$ cat config.mk
export PLATFORM = sky130hd
export DESIGN_NAME = two_opt_neighbour_generator
export DESIGN_NICKNAME = d
export VERILOG_FILES = /design/src/rtl/topt_pkg.sv /design/src/rtl/topt_ram.sv /design/src/rtl/topt_pair_unit.sv /design/src/rtl/two_opt_neighbour_generator.sv
export SDC_FILE = /design/constraint.sdc
export NUM_CORES = 1
export LEC_CHECK = 0
export BUFFER_PORTS_ARGS = -buffer_cell sky130_fd_sc_hd__buf_2
export CORE_MARGIN = 1
export CORE_UTILIZATION = 25
export DETAILED_ROUTE_END_ITERATION = 12
export SLEW_MARGIN = 20
export SYNTH_ARGS = -nofsm -noshare
export SYNTH_HDL_FRONTEND = slang
export SYNTH_SLANG_ARGS = --single-unit
$ cat constraint.sdc
create_clock -name aclk -period 10.4 [get_ports aclk]
set_input_delay 2.6 -clock aclk [delete_from_list [all_inputs] [get_ports aclk]]
set_output_delay 2.6 -clock aclk [all_outputs]
set_load 0.02 [all_outputs]
$ cat src/rtl/topt_pkg.sv
// Shared types and constants for the 2-opt neighbor generator.
// Used by topt_pair_unit and two_opt_neighbour_generator; depends on nothing.
`timescale 1ns / 1ps

package topt_pkg;

    // Fixed field widths
    localparam int CITY_W   = 6;
    localparam int LEN_W    = 7;
    localparam int CMD_W    = 2;
    localparam int STATUS_W = 2;

    // Default store depth
    localparam int MAX_CITIES_DEF = 64;

    // Input command codes
    localparam logic [CMD_W-1:0] CMD_RESTART    = 2'd0;
    localparam logic [CMD_W-1:0] CMD_NEXT_PAIR  = 2'd1;
    localparam logic [CMD_W-1:0] CMD_VALUE_PAIR = 2'd2;

    // Result status codes
    localparam logic [STATUS_W-1:0] ST_NEIGHBOR  = 2'd0;
    localparam logic [STATUS_W-1:0] ST_EXHAUSTED = 2'd1;
    localparam logic [STATUS_W-1:0] ST_NOT_FOUND = 2'd2;

    // Requests into the pair enumerator
    typedef struct packed {
        logic              restart;
        logic              advance;
        logic [CITY_W-1:0] start_idx;
    } pair_req_t;

    // Status back from the pair enumerator
    typedef struct packed {
        logic              done;
        logic              was_exhausted;
        logic [CITY_W-1:0] first;
        logic [CITY_W-1:0] second;
    } pair_stat_t;

endpackage

$ cat src/rtl/topt_ram.sv
// Generic single-port-write, single-port-read RAM with registered read data.
// Standalone; no package dependency.
`timescale 1ns / 1ps

module topt_ram #(
    parameter int WIDTH = 6,
    parameter int DEPTH = 64
) (
    input  logic                     aclk,
    input  logic                     we,
    input  logic [$clog2(DEPTH)-1:0] waddr,
    input  logic [WIDTH-1:0]         wdata,
    input  logic [$clog2(DEPTH)-1:0] raddr,
    output logic [WIDTH-1:0]         rdata
);

    logic [WIDTH-1:0] mem [DEPTH];

    // Write port and registered read port
    always_ff @(posedge aclk) begin
        if (we) begin
            mem[waddr] <= wdata;
        end
        rdata <= mem[raddr];
    end

endmodule

$ cat src/rtl/topt_pair_unit.sv
// Index pair enumerator: restart, advance with wrap, exhaustion tracking.
// Depends on topt_pkg. The wrap reduction subtracts one step per cycle.
`timescale 1ns / 1ps

module topt_pair_unit (
    input  logic                          aclk,
    input  logic                          aresetn,
    input  logic [topt_pkg::LEN_W-1:0]    len,
    input  topt_pkg::pair_req_t           req,
    output topt_pkg::pair_stat_t          stat
);
    import topt_pkg::*;

    typedef enum logic [1:0] {P_IDLE, P_MOD, P_CHK} pstate_t;

    pstate_t           state_reg;
    logic [CITY_W-1:0] start_reg;
    logic [CITY_W-1:0] first_reg;
    logic [CITY_W-1:0] second_reg;
    logic              exh_reg;
    logic              was_exh_reg;
    logic [LEN_W-1:0]  mod_reg;

    logic [LEN_W-1:0]  len_m1;
    logic [LEN_W-1:0]  len_m2;
    logic [CITY_W-1:0] sidx_clamped;

    assign len_m1 = len - LEN_W'(1);
    assign len_m2 = len - LEN_W'(2);

    // Restart index is clamped to at most len - 2, the first index of the last pair
    assign sidx_clamped = ({1'b0, req.start_idx} > len_m2) ? len_m2[CITY_W-1:0]
                                                          : req.start_idx;

    always_ff @(posedge aclk) begin
        if (!aresetn) begin
            state_reg   <= P_IDLE;
            start_reg   <= '0;
            first_reg   <= '0;
            second_reg  <= CITY_W'(1);
            exh_reg     <= 1'b0;
            was_exh_reg <= 1'b0;
            mod_reg     <= '0;
        end else begin
            case (state_reg)
                P_IDLE: begin
                    if (req.restart) begin
                        start_reg  <= sidx_clamped;
                        first_reg  <= sidx_clamped;
                        second_reg <= sidx_clamped + CITY_W'(1);
                        exh_reg    <= 1'b0;
                    end else if (req.advance) begin
                        was_exh_reg <= exh_reg;
                        if ({1'b0, second_reg} >= len_m1) begin
                            // wrap: first = (first + 1) mod (len - 1)
                            mod_reg   <= {1'b0, first_reg} + LEN_W'(1);
                            state_reg <= P_MOD;
                        end else begin
                            second_reg <= second_reg + CITY_W'(1);
                            state_reg  <= P_CHK;
                        end
                    end
                end
                P_MOD: begin
                    if (mod_reg >= len_m1) begin
                        mod_reg <= mod_reg - len_m1;
                    end else begin
                        first_reg  <= mod_reg[CITY_W-1:0];
                        second_reg <= mod_reg[CITY_W-1:0] + CITY_W'(1);
                        state_reg  <= P_CHK;
                    end
                end
                P_CHK: begin
                    // back at the start pair marks the run exhausted
                    if (first_reg == start_reg &&
                        {1'b0, second_reg} == {1'b0, start_reg} + LEN_W'(1)) begin
                        exh_reg <= 1'b1;
                    end
                    state_reg <= P_IDLE;
                end
                default: begin
                    state_reg <= P_IDLE;
                end
            endcase
        end
    end

    assign stat.done          = (state_reg == P_CHK);
    assign stat.was_exhausted = was_exh_reg;
    assign stat.first         = first_reg;
    assign stat.second        = second_reg;

endmodule

$ cat src/rtl/two_opt_neighbour_generator.sv
// Top level of the 2-opt neighbor generator: tour load, city search, emission.
// Depends on topt_pkg, topt_ram and topt_pair_unit.
//
//   channel  dir  handshake          tdata (low bit up)                    side
//   s_       in   s_tvalid/s_tready  city, start_index, first/second_city  tuser=command
//   m_       out  m_tvalid/m_tready  city_res, segment_start, segment_end  tuser=status
//   cfg_     in   cfg_wen            tour_length                           -
//
// A load word writes one tour element into the store. A pair advance runs through
// the pair unit's P_CHK state, after P_MOD when it wraps to the next row; the wrap
// reduction in P_MOD needs one subtraction when the wrap returns to the first row,
// more for a pair left over from a longer tour. A city search streams the tour
// store through its read port and then orders the segment ends in S_SDONE.
// Each neighbor word passes through store read, output load and handshake, and
// waits out any stall on m_tready; input is taken only while no run is in progress.
// Reset clears control state; the tour store holds garbage until loaded.
`timescale 1ns / 1ps

module two_opt_neighbour_generator #(
    parameter int MAX_CITIES = topt_pkg::MAX_CITIES_DEF
) (
    input  logic                             aclk,
    input  logic                             aresetn,
    // config
    input  logic                             cfg_wen,
    input  logic [topt_pkg::LEN_W-1:0]       cfg_wdata,   // tour_length
    // input words
    input  logic                             s_tvalid,
    output logic                             s_tready,
    input  logic [23:0]                      s_tdata,     // city, start_index, first_city, second_city
    input  logic [topt_pkg::CMD_W-1:0]       s_tuser,     // command
    input  logic                             s_tlast,     // last_element
    // result words
    output logic                             m_tvalid,
    input  logic                             m_tready,
    output logic [23:0]                      m_tdata,     // city_res, segment_start, segment_end, 6'b0
    output logic [topt_pkg::STATUS_W-1:0]    m_tuser,     // status
    output logic                             m_tlast      // last_of_run
);
    import topt_pkg::*;

    localparam int AW = $clog2(MAX_CITIES);

    typedef enum logic [2:0] {
        S_IDLE, S_PAIR, S_SRCH, S_SDONE, S_EMIT_RD, S_EMIT_LD, S_OUT
    } state_t;

    state_t              state_reg;
    logic [LEN_W-1:0]    tlen_reg;
    logic [LEN_W-1:0]    load_pos_reg;
    logic [LEN_W-1:0]    k_reg;
    logic [LEN_W-1:0]    scan_reg;
    logic [LEN_W-1:0]    pend_k_reg;
    logic                pend_valid_reg;
    logic                fa_reg, fb_reg;
    logic [CITY_W-1:0]   ia_reg, ib_reg;
    logic [CITY_W-1:0]   c1_reg, c2_reg;
    logic [CITY_W-1:0]   lo_reg, hi_reg;
    logic                m_tvalid_reg;
    logic [CITY_W-1:0]   out_city_reg, out_lo_reg, out_hi_reg;
    logic [STATUS_W-1:0] out_status_reg;
    logic                out_last_reg;

    logic [LEN_W-1:0]    len_eff;
    logic                s_acc;
    logic [CITY_W-1:0]   in_city, in_sidx, in_c1, in_c2;
    logic                ram_we;
    logic [AW-1:0]       ram_waddr, ram_raddr;
    logic [CITY_W-1:0]   ram_rdata;
    logic [LEN_W-1:0]    src_idx;
    pair_req_t           pair_req;
    pair_stat_t          pair_stat;

    // Input unpacking
    assign in_city = s_tdata[5:0];
    assign in_sidx = s_tdata[11:6];
    assign in_c1   = s_tdata[17:12];
    assign in_c2   = s_tdata[23:18];

    // Clamp the configured length into [3, MAX_CITIES]
    always_comb begin
        if (tlen_reg < LEN_W'(3)) begin
            len_eff = LEN_W'(3);
        end else if (tlen_reg > LEN_W'(MAX_CITIES)) begin
            len_eff = LEN_W'(MAX_CITIES);
        end else begin
            len_eff = tlen_reg;
        end
    end

    assign s_tready = (state_reg == S_IDLE);
    assign s_acc    = s_tvalid && s_tready;

    // Store write: one element per load word while positions remain
    assign ram_we    = s_acc && (s_tuser == CMD_NEXT_PAIR || s_tuser == CMD_VALUE_PAIR) &&
                       (load_pos_reg < len_eff);
    assign ram_waddr = load_pos_reg[AW-1:0];

    // Read address: scan during search; during emission, k reversed within [lo, hi] and k itself elsewhere
    always_comb begin
        if (k_reg >= {1'b0, lo_reg} && k_reg <= {1'b0, hi_reg}) begin
            src_idx = {1'b0, lo_reg} + {1'b0, hi_reg} - k_reg;
        end else begin
            src_idx = k_reg;
        end
    end
    assign ram_raddr = (state_reg == S_SRCH) ? scan_reg[AW-1:0] : src_idx[AW-1:0];

    topt_ram #(
        .WIDTH (CITY_W),
        .DEPTH (MAX_CITIES)
    ) u_tour_ram (
        .aclk  (aclk),
        .we    (ram_we),
        .waddr (ram_waddr),
        .wdata (in_city),
        .raddr (ram_raddr),
        .rdata (ram_rdata)
    );

    // Pair enumerator requests
    assign pair_req.restart   = s_acc && (s_tuser == CMD_RESTART);
    assign pair_req.advance   = s_acc && (s_tuser == CMD_NEXT_PAIR) && s_tlast;
    assign pair_req.start_idx = in_sidx;

    topt_pair_unit u_pair (
        .aclk    (aclk),
        .aresetn (aresetn),
        .len     (len_eff),
        .req     (pair_req),
        .stat    (pair_stat)
    );

    // Config register
    always_ff @(posedge aclk) begin
        if (!aresetn) begin
            tlen_reg <= LEN_W'(MAX_CITIES_DEF);
        end else if (cfg_wen) begin
            tlen_reg <= cfg_wdata;
        end
    end

    // Main sequencer: load, pair advance, search, emit
    always_ff @(posedge aclk) begin
        if (!aresetn) begin
            state_reg      <= S_IDLE;
            load_pos_reg   <= '0;
            k_reg          <= '0;
            scan_reg       <= '0;
            pend_k_reg     <= '0;
            pend_valid_reg <= 1'b0;
            fa_reg         <= 1'b0;
            fb_reg         <= 1'b0;
            m_tvalid_reg   <= 1'b0;
            out_last_reg   <= 1'b0;
        end else begin
            case (state_reg)
                S_IDLE: begin
                    if (s_acc) begin
                        if (s_tuser == CMD_RESTART) begin
                            load_pos_reg <= '0;
                        end else if (s_tuser == CMD_NEXT_PAIR ||
                                     s_tuser == CMD_VALUE_PAIR) begin
                            if (s_tlast) begin
                                load_pos_reg <= '0;
                                k_reg        <= '0;
                                if (s_tuser == CMD_NEXT_PAIR) begin
                                    state_reg <= S_PAIR;
                                end else begin
                                    c1_reg         <= in_c1;
                                    c2_reg         <= in_c2;
                                    scan_reg       <= '0;
                                    pend_valid_reg <= 1'b0;
                                    fa_reg         <= 1'b0;
                                    fb_reg         <= 1'b0;
                                    state_reg      <= S_SRCH;
                                end
                            end else if (load_pos_reg < len_eff) begin
                                load_pos_reg <= load_pos_reg + LEN_W'(1);
                            end
                        end
                    end
                end
                S_PAIR: begin
                    if (pair_stat.done) begin
                        if (pair_stat.was_exhausted) begin
                            out_city_reg   <= '0;
                            out_lo_reg     <= '0;
                            out_hi_reg     <= '0;
                            out_status_reg <= ST_EXHAUSTED;
                            out_last_reg   <= 1'b1;
                            m_tvalid_reg   <= 1'b1;
                            state_reg      <= S_OUT;
                        end else begin
                            lo_reg    <= pair_stat.first;
                            hi_reg    <= pair_stat.second;
                            state_reg <= S_EMIT_RD;
                        end
                    end
                end
                S_SRCH: begin
                    // issue one read per cycle, compare the previous one
                    if (scan_reg < len_eff) begin
                        scan_reg       <= scan_reg + LEN_W'(1);
                        pend_valid_reg <= 1'b1;
                        pend_k_reg     <= scan_reg;
                    end else begin
                        pend_valid_reg <= 1'b0;
                    end
                    if (pend_valid_reg) begin
                        if (!fa_reg && ram_rdata == c1_reg) begin
                            fa_reg <= 1'b1;
                            ia_reg <= pend_k_reg[CITY_W-1:0];
                        end
                        if (!fb_reg && ram_rdata == c2_reg) begin
                            fb_reg <= 1'b1;
                            ib_reg <= pend_k_reg[CITY_W-1:0];
                        end
                        if (pend_k_reg == len_eff - LEN_W'(1)) begin
                            state_reg <= S_SDONE;
                        end
                    end
                end
                S_SDONE: begin
                    if (!(fa_reg && fb_reg)) begin
                        out_city_reg   <= '0;
                        out_lo_reg     <= '0;
                        out_hi_reg     <= '0;
                        out_status_reg <= ST_NOT_FOUND;
                        out_last_reg   <= 1'b1;
                        m_tvalid_reg   <= 1'b1;
                        state_reg      <= S_OUT;
                    end else begin
                        lo_reg    <= (ia_reg < ib_reg) ? ia_reg : ib_reg;
                        hi_reg    <= (ia_reg < ib_reg) ? ib_reg : ia_reg;
                        state_reg <= S_EMIT_RD;
                    end
                end
                S_EMIT_RD: begin
                    // read address for word k is presented this cycle
                    state_reg <= S_EMIT_LD;
                end
                S_EMIT_LD: begin
                    out_city_reg   <= ram_rdata;
                    out_lo_reg     <= lo_reg;
                    out_hi_reg     <= hi_reg;
                    out_status_reg <= ST_NEIGHBOR;
                    out_last_reg   <= (k_reg == len_eff - LEN_W'(1));
                    m_tvalid_reg   <= 1'b1;
                    state_reg      <= S_OUT;
                end
                S_OUT: begin
                    if (m_tready) begin
                        m_tvalid_reg <= 1'b0;
                        if (out_last_reg) begin
                            state_reg <= S_IDLE;
                        end else begin
                            k_reg     <= k_reg + LEN_W'(1);
                            state_reg <= S_EMIT_RD;
                        end
                    end
                end
                default: begin
                    state_reg <= S_IDLE;
                end
            endcase
        end
    end

    // Output word
    assign m_tvalid = m_tvalid_reg;
    assign m_tdata  = {6'b0, out_hi_reg, out_lo_reg, out_city_reg};
    assign m_tuser  = out_status_reg;
    assign m_tlast  = out_last_reg;

endmodule
# Word-level counts from Yosys, hierarchy flattened
# Memories as Yosys holds them, arrays and structs flattened. A register that Yosys moved wholly into a read port is not among the register bits.
# Cells that the tools add are included.
# totals
regBits,128
ram_bits,384
inputBits,39
output_inout_bits,29
memories,1
# memory_table
name,depth,word_bits,read_ports,rd_clocked_by_memory_dff,write_ports,line_no,text
u_tour_ram.mem,64,6,1,1,1,topt_ram.sv:17,logic [WIDTH-1:0] mem [DEPTH];
# classes
add_sub_neg,13
order_cmp,10
n_eq_ne,42
muxes,98
bitwise,3
n_reduce_logical,48
# ops
operator,count
two-way mux 7 bit,22
two-way mux 6 bit,20
case mux 6 bit (3 select lines),3
case mux 6 bit (2 select lines),4
case mux 7 bit (2 select lines),3
two-way mux 3 bit,9
!= test 2 bit (second input constant),13
AND reduction 8 bit,3
!= test 2 x 1 -> 1 bit (second input constant),11
adder 7 x 1 -> 7 bit (second input constant),3
case mux 3 bit (7 select lines),1
AND reduction 7 bit,3
two-way mux 2 bit,10
AND reduction 4 bit,5
AND reduction 5 bit,4
adder 6 x 1 -> 6 bit (second input constant),3
equality test 6 bit,3
two-way mux 1 bit,18
adder 6 x 1 -> 7 bit (second input constant),2
equality test 7 bit,2
< comparator 7 bit,2
AND reduction 3 bit,4
nonzero test 2 bit,6
logical AND 1 bit,11
34 further kinds,49

# Depth between registers and ports, before layout
# Gate-level depths: netlist of the first run.
# depth
word_depth,9
ltp_mapped,20
depth_no_buf,17

# Modules after synthesis
# A second synthesis of the first run with hierarchy kept.
# unflattened
hier_cells,1662
area_unflattened_um2,23731.5
# by_module_without_submodules
mod,n_inst,cells_per_inst,area_each_um2
topt_ram,1,729,15205.8
two_opt_neighbour_generator,1,616,6022.0
topt_pair_unit,1,317,2503.7

# Worst setup path after synthesis of the first run
# No wires, ideal clock.
# synth_path
path_type,input -> register
startpoint,in s_tuser[0] (netlist name)
endpoint,"reg c1_reg[0], enable pin"
arrival_ns,4.502
t_required_ns,10.004
setup_slack_ns,5.502
cell_stages,7
n_path_buf,2
cell_sequence,inv_1 > ha_1 > clkbuf_1 > nand4b_1 > or3_1 > clkbuf_1 > nor3_1
# synth_between
elab_chain_len,3
word_cells_on_any_way,7
classes_between,eq/ne (2); bitwise (2); reduce/logical (3)
# synth_rtl
element,line_no,text
start: declaration,two_opt_neighbour_generator.sv:31,"input logic [topt_pkg::CMD_W-1:0] s_tuser,"
equality test 2 x 1 -> 1 bit (tied with other cells),"two_opt_neighbour_generator.sv:162, two_opt_neighbour_generator.sv:167",
logical OR 1 bit or NOT 1 bit (tied branches),--,
AND reduction 7 bit (no source line) (*),--,
end signal: assignment,two_opt_neighbour_generator.sv:170,c1_reg <= in_c1;
end: declaration,two_opt_neighbour_generator.sv:57,"logic [CITY_W-1:0] c1_reg, c2_reg;"
# Mark *: on every way between the ends. The rest lies on a longest branch, timed or not.
# A chain may end at the register's enable or synchronous reset.

# Final worst setup path of the first run
# layout_path
startpoint,reg tlen_reg[3]
endpoint,reg u_pair.mod_reg[2]
# layout_between
elab_chain_len,7
word_cells_on_any_way,13
classes_between,add/sub (2); order compare (4); eq/ne (2); mux (4); reduce/logical (1)
# layout_rtl
element,line_no,text
start: declaration,two_opt_neighbour_generator.sv:49,logic [LEN_W-1:0] tlen_reg;
start signal: assignment,two_opt_neighbour_generator.sv:137,tlen_reg <= LEN_W'(MAX_CITIES_DEF);
start signal: assignment,two_opt_neighbour_generator.sv:139,tlen_reg <= cfg_wdata;
greater-than comparator 7 bit,two_opt_neighbour_generator.sv:84,end else if (tlen_reg > LEN_W'(MAX_CITIES)) begin
two-way mux 7 bit,two_opt_neighbour_generator.sv:84,
two-way mux 7 bit (*),two_opt_neighbour_generator.sv:82,if (tlen_reg < LEN_W'(3)) begin
subtractor 7 x 1 -> 7 bit (*),topt_pair_unit.sv:28,assign len_m1 = len - LEN_W'(1);
subtractor 7 bit (tied with other cells),topt_pair_unit.sv:66,mod_reg <= mod_reg - len_m1;
two-way mux 7 bit or != test 2 x 1 -> 1 bit (tied branches),--,
case mux 7 bit (2 select lines) or AND reduction 5 bit (tied branches),--,
end signal: assignment,topt_pair_unit.sv:56,"mod_reg <= {1'b0, first_reg} + LEN_W'(1);"
end signal: assignment,topt_pair_unit.sv:66,
end: declaration,topt_pair_unit.sv:22,logic [LEN_W-1:0] mod_reg;
# Mark *: on every way between the ends. The rest lies on a longest branch, timed or not. The select of a mux whose other input is x is not followed.

==> flow_summary.rst, run 1 <==
.. list-table::
   :header-rows: 1

   * - Metric
     - Value
   * - Setup repair after global routing missed its margin
     - no
   * - Switching share of total power
     - 30.59%
   * - Setup TNS
     - 0 ps
   * - Number of flops mapped to enable cells by yosys
     - 440
   * - Portion of synthesized cell area occupied by the leading cell type
     - 55.85%
   * - Max stage delay cell, worst path
     - a211oi_1
   * - Leading post-synthesis cells by instance count
     - edfxtp_1 (440), nand2_1 (340), a21oi_1 (154)
   * - Detailed router's first-iteration violation count
     - 1198
   * - Internal Pwr Total
     - 3.800 mW
   * - Comb power frac
     - 20.7%
   * - Number of buffers on the longest clock path
     - 3
   * - Synth Area in Adders
     - 4.041%
   * - Number of antenna violations at the first check in global routing
     - 0
   * - Cts bufs inserted
     - 53
   * - Wire length of the first global-routing pass
     - 93.91 mm
   * - Synthesized-area fraction occupied by xor and xnor cells
     - 2.481%
   * - Worst hold margin
     - 494.5 ps
   * - Leading cell types by total area after synthesis
     - edfxtp_1 (56%), dfxtp_1 (6.6%), nand2_1 (5.4%)
   * - TritonCTS clock tree
     - done
   * - Final Critical Period
     - 5115 ps
   * - Final wirelength
     - 61.74 mm
   * - Mapped Avg Cell Area
     - 11.62 sq um
   * - Worst endpoint data arrival time
     - 5570 ps
   * - Nets
     - 2168
   * - Clock transition at the register clock pins on the worst setup and hold paths after CTS
     - 60 ps
   * - Source-to-sink clock delay at the later pin of the worst-skew pair
     - 620 ps
   * - Setup fix buffers added after clock tree synthesis
     - 0
   * - Proportion of power drawn by flip-flops and latches
     - 43.3%
   * - Depth of the CTS H-tree
     - 2
   * - Setup crit start kind
     - flip-flop
   * - Cell class contributing the biggest share of worst-path delay
     - compound AO/OA/AOI/OAI gates
   * - Synth Area in Compound Gates
     - 11.14%
   * - Ports placed on the boundary
     - 68
   * - Detailed Place HPWL
     - 39.56 mm
   * - Largest reg by FF count
     - u_tour_ram.mem
   * - Number of failing setup endpoints in the final timing report
     - 0
   * - Number of unique standard cell types used by synthesis
     - 77
   * - Fin. max-slew vios
     - 0
   * - Number of iterations in the first detailed-routing pass
     - 5
   * - Global placer's final weighted congestion
     - 0.8434
   * - Number of antenna cells inserted
     - 0
   * - Overall power consumption
     - 5.476 mW
   * - Placed cell area
     - 25240 sq um
   * - Hold-fix buffers at CTS
     - 0
   * - Leakage power total
     - 9.626 nW
   * - Die width
     - 309.6 um
   * - Top achievable clock speed
     - 195.5 MHz
   * - Area delta synth->final
     - 14.32%
   * - Fill cell count
     - 9554
   * - Measured slew at the worst slew-check pin
     - 1033 ps
   * - CP Class
     - reg2reg
   * - Post-synth top flop
     - edfxtp_1
   * - Antenna Violating Nets Remaining
     - 0
   * - Chain of cells forming the critical path
     - nor4_4 > nor2_2 > nor2_4 > inv_1 > ha_1 > a211o_1 > a211oi_1 > ha_1 > a21boi_0 > o21ai_0 > a21boi_0 > o31a_1 > o21ai_0 > a21oi_1 > mux2i_1 > nor2_1
   * - Power density normalized to cell area
     - 202.5 nW/um^2
   * - Classification of the worst-slack hold path
     - reg2reg
   * - Portion of the post-synthesis area used by sequential elements
     - 62.45%
   * - Max-cap check violation count
     - 0
   * - Share of synthesized cell area in and, or, nand and nor gates
     - 14.61%
   * - Synthesized cell area
     - 23660 sq um
   * - Clock root buffer
     - clkbuf_16
   * - Total grt overflow
     - 0
   * - Starting utilization of the core area
     - 25.31%
   * - Post-route cell area
     - 27040 sq um
   * - Part of the power in the clock network
     - 36.0%
   * - Input/output buffers
     - 61
   * - Proportion of layout cells with a drive suffix above 1
     - 9.662%
   * - Vertical extent of the die
     - 309.6 um
   * - Worst vdd ir
     - 164.2 uV
   * - Post-synth top area cell
     - edfxtp_1
   * - Most common cell in the netlist
     - edfxtp_1
   * - Core Area
     - 93470 sq um
   * - Register bit count reported by yosys
     - 518
   * - Max_slew headroom
     - 31.14%
   * - Multiplexer share of the synthesized area
     - 2.206%
   * - Yosys synthesis warning count
     - 0
   * - Cts repair resizes
     - 0
   * - Die area
     - 95860 sq um
   * - Bufs and invs on worst path
     - 1
   * - Routed vias
     - 15841
   * - Max reg flops
     - 384
   * - Combinational family with the most area after synthesis
     - simple AND/OR/NAND/NOR gates
   * - Instance count of the mapped netlist
     - 2036
   * - Clock Sink Count
     - 518
   * - Switching pwr
     - 1.675 mW
   * - Per-cell routed wire length
     - 18.40 um
   * - Worst-case clock skew
     - 32.62 ps
   * - Period utilization
     - 49.19%
   * - Maximum cell stage delay along the critical path
     - 780 ps
   * - Vias in the first global route
     - 15297
   * - Maximum net fanout on the critical path
     - 13
   * - FP Rows
     - 112
   * - Detail-routed via count per cell
     - 4.722
   * - Pin count of the biggest net entering global routing
     - 192
   * - Hold violation total from the final report
     - 0
   * - Status
     - finished clean
   * - Number of design rule violations left after detail routing
     - 0
   * - Critical path capture point type
     - flip-flop
   * - Worst path required time
     - 10850 ps
   * - Post-synthesis async set-or-reset flop share
     - 0%
   * - Total global routing track utilization
     - 12.73%
metrics by stage:
stage          utilization, %  setup WS, ps  std cells
2_1_floorplan               -          5502       2041
5_1_grt                 28.93          4865       3355
4_1_cts                 28.93          5303       3355
3_3_place_gp            27.01          4944       3256
6_report                28.93          5285       3355
3_5_place_dp            27.01          4938       3256
cell type report:
type	instances	area [sq um]	share of cell area, %
Tap cell	1254	1569	5.802
Multi-Input combinational cell	1345	8207	30.34
Sequential cell	518	14770	54.63
Inverter	55	206.4	0.7634
Clock buffer	64	1388	5.131
Clock inverter	35	410.4	1.517
Timing Repair Buffer	84	490.5	1.814
placed cells by master (no fill, tap or decap), types with 9 or more instances in the layout:
cell type / n
and2_1: 26
o21ai_0: 47
buf_4: 22
clkbuf_1: 9
a211oi_1: 84
a221oi_1: 18
a21oi_1: 154
nand3_1: 35
nand4_1: 19
or3_1: 12
xor2_1: 28
clkbuf_16: 53
mux2i_1: 51
and3_1: 84
nand2_1: 340
xnor2_1: 39
nand2b_1: 14
edfxtp_1: 440
nor2_1: 146
inv_1: 52
ha_1: 66
o41ai_1: 25
dfxtp_1: 78
buf_2: 61
a21o_1: 13
nor3_1: 12
clkinv_2: 15
nor2b_1: 13
final timing paths:
path / start / endpoint / slack (ps) / cells after the start
max: tlen_reg[3] / u_pair.mod_reg[2] / 5280 / 16
min reg2reg: pend_valid_reg / pend_valid_reg / 490 / 2
min: pend_valid_reg / pend_valid_reg / 490 / 2
max reg2reg: tlen_reg[3] / u_pair.mod_reg[2] / 5280 / 16
layer usage:
metal	share of wire, %	vias to the layer above	GRT usage (%)
li1	-	7469	-
met1	44	7735	17.39
met2	46	512	20.44
met3	6.2	125	1.797
met4	3.1	0	4.640
met5	0	-	0
cell families (layout without fill, tap and decap cells):
logic type               Yosys count  count (layout)
XOR/XNOR                          67              67
flip-flops                       518             518
buffers and inverters            178             238
adder cells (fa/ha/maj)           73              73
multiplexers                      52              52
AND/OR/NAND/NOR                  743             743
AO/OA/AOI/OAI                    404             404
other                              1               6
worst min-delay path, delay by kind of cell (launching register included):
family	cells	cell delay, ps
flops	1	330
simple gates	1	60
compound gates	1	50
power by group through the flow:
stage,Clock (mW),Combinational [mW],Sequential [mW]
after floorplan,0,0.816,2.37
after global placement,0,1.12,2.41
after detailed placement,0,1.13,2.41
after CTS,2.00,1.13,2.37
after global routing,2.08,1.25,2.37
final,1.97,1.13,2.37
(Power assumes the default switching activity.)
==> run 2: changes to the inputs <==
- clock period: 10.4 -> 4.4 ns (I/O delays scaled with it)
==> run 2 against run 1 <==
  * Die area did not move
  * Global-route usage up 0.32 points
  * Largest cell class unchanged
  * Critical path type unchanged
  * Highest routed layer unchanged
  * Maximum frequency up 25%
  * Sequential power increased by 140%
==> flow_summary.rst, run 2 (synthesis gave the netlist of run 1 again) <==
.. list-table::
   :header-rows: 1

   * - Metric
     - Value
   * - Ports placed on the boundary
     - 68
   * - Number of failing setup endpoints in the final timing report
     - 0
   * - Number of design rule violations left after detail routing
     - 0
   * - Leakage power total
     - 9.881 nW
   * - Worst-case clock skew
     - 20.86 ps
   * - Worst endpoint data arrival time
     - 4520 ps
   * - Overall power consumption
     - 12.74 mW
   * - Global placer's final weighted congestion
     - 0.8260
   * - FF/Latch Area
     - 14780 sq um
   * - Worst vdd ir
     - 263.6 uV
   * - Total global routing track utilization
     - 13.05%
   * - Comb power frac
     - 22.6%
   * - TritonCTS clock tree
     - done
   * - Detail-routed via count per cell
     - 4.674
   * - Leading cell type in the layout, fill and taps excluded
     - edfxtp_1
   * - Number of buffers on the longest clock path
     - 3
   * - Vertical extent of the die
     - 309.6 um
   * - Nets
     - 2232
   * - CP Class
     - reg2reg
   * - Cts bufs inserted
     - 52
   * - Switching share of total power
     - 30.76%
   * - Fin. max-slew vios
     - 0
   * - Measured slew at the worst slew-check pin
     - 1079 ps
   * - Area delta synth->final
     - 15.96%
   * - Final wirelength
     - 63.11 mm
   * - Depth of the CTS H-tree
     - 2
   * - Number of iterations in the first detailed-routing pass
     - 5
   * - FP Rows
     - 112
   * - Vias in the first global route
     - 15514
   * - Critical path capture point type
     - flip-flop
   * - Clock Sink Count
     - 518
   * - Die area
     - 95860 sq um
   * - Pin count of the biggest net entering global routing
     - 63
   * - Most used cells in the layout excluding fill and tap cells
     - edfxtp_1 (440), nand2_1 (340), a21oi_1 (153)
   * - Proportion of layout cells with a drive suffix above 1
     - 11.70%
   * - Worst path required time
     - 4830 ps
   * - Detailed router's first-iteration violation count
     - 1290
   * - Fill cell count
     - 9509
   * - Setup repair after global routing missed its margin
     - no
   * - Classification of the worst-slack hold path
     - reg2reg
   * - Setup TNS
     - 0 ps
   * - Core Area
     - 93470 sq um
   * - Total grt overflow
     - 0
   * - Per-cell routed wire length
     - 18.47 um
   * - Hold violation total from the final report
     - 0
   * - Hold-fix buffers at CTS
     - 0
   * - Antenna Violating Nets Remaining
     - 0
   * - Switching pwr
     - 3.919 mW
   * - Clock root buffer
     - clkbuf_16
   * - Input/output buffers
     - 61
   * - Period utilization
     - 92.86%
   * - Starting utilization of the core area
     - 25.31%
   * - Detailed Place HPWL
     - 42.71 mm
   * - Die width
     - 309.6 um
   * - Number of antenna violations at the first check in global routing
     - 0
   * - Worst hold margin
     - 495.1 ps
   * - Top achievable clock speed
     - 244.8 MHz
   * - Source-to-sink clock delay at the later pin of the worst-skew pair
     - 610 ps
   * - Internal Pwr Total
     - 8.822 mW
   * - Wire length of the first global-routing pass
     - 96.17 mm
   * - Part of the power in the clock network
     - 33.4%
   * - Power density normalized to cell area
     - 464.4 nW/um^2
   * - Largest reg by FF count
     - u_tour_ram.mem
   * - Max-cap check violation count
     - 0
   * - Proportion of power drawn by flip-flops and latches
     - 44.0%
   * - Clock transition at the register clock pins on the worst setup and hold paths after CTS
     - 60 ps
   * - Max reg flops
     - 384
   * - Combined area of the multi-input logic cells
     - 8209 sq um
   * - Number of antenna cells inserted
     - 0
   * - Setup crit start kind
     - flip-flop
   * - Maximum net fanout on the critical path
     - 14
   * - Max_slew headroom
     - 28.10%
   * - Final Critical Period
     - 4086 ps
   * - Routed vias
     - 15967
   * - Status
     - finished clean
-- run 2: layout make-up --
cell class / instances / share of cell area, %
Clock buffer: 74 / 5.227
Multi-Input combinational cell: 1345 / 29.92
Clock inverter: 21 / 0.6157
Sequential cell: 518 / 53.86
Timing Repair Buffer: 149 / 3.900
Tap cell: 1254 / 5.719
Inverter: 55 / 0.7526
-- run 2: final timing paths --
| path | start | endpoint | slack (ps) | cells past startpoint |
|---|---|---|---|---|
| hold reg to reg | u_pair.was_exh_reg | u_pair.was_exh_reg | 500 | 2 |
| setup / recovery | lo_reg[1] | u_tour_ram.rdata[5] | 310 | 14 |
| setup reg to reg | lo_reg[1] | u_tour_ram.rdata[5] | 310 | 14 |
| hold / removal | u_pair.was_exh_reg | u_pair.was_exh_reg | 500 | 2 |
-- run 2: layer usage --
layer | global-route usage, % | share of wire, % | up-vias
li1 | - | - | 7608
met1 | 17.45 | 44 | 7859
met2 | 21.74 | 48 | 413
met3 | 1.824 | 5.0 | 87
met4 | 4.029 | 2.4 | 0
met5 | 0 | 0 | -
-- run 2: power by group through the flow --
stage	combinational, mW	sequential [mW]	clock [mW]
floorplan	1.93	5.60	0
global placement	2.87	5.71	0
detailed placement	2.87	5.71	0
CTS	2.88	5.61	4.31
global route	3.16	5.62	4.48
finish	2.87	5.61	4.26
-- run 2: stage by stage --
step / setup WS [ps] / cells / util [%] / area (sq um)
after floorplan: 44.26 / 2041 / - / 23680
after detailed placement: 108.5 / 3318 / 27.59 / 25790
final: 314.3 / 3416 / 29.35 / 27430
after global routing: 7.847 / 3416 / 29.35 / 27430
after global placement: 204.0 / 3318 / 27.59 / 25790
after CTS: 86.03 / 3413 / 29.31 / 27390
-- run 2: repair_timing --
action | CTS | global route
gates resized for setup | 0 | 5
buffers inserted | 0 | 3
endpoints found under the setup margin | 0 | 13
-- run 2: critical path: stages (launching register included) --
cell,delay (ps)
edfxtp_1,390
inv_1,90
fa_1,500
inv_1,60
ha_1,260
a21o_1,170
a21oi_1,250
xnor2_1,190
o31ai_1,90
a31oi_1,270
or2_2,360
buf_4,300
a211oi_1,110
o41ai_1,650
nand4_1,200
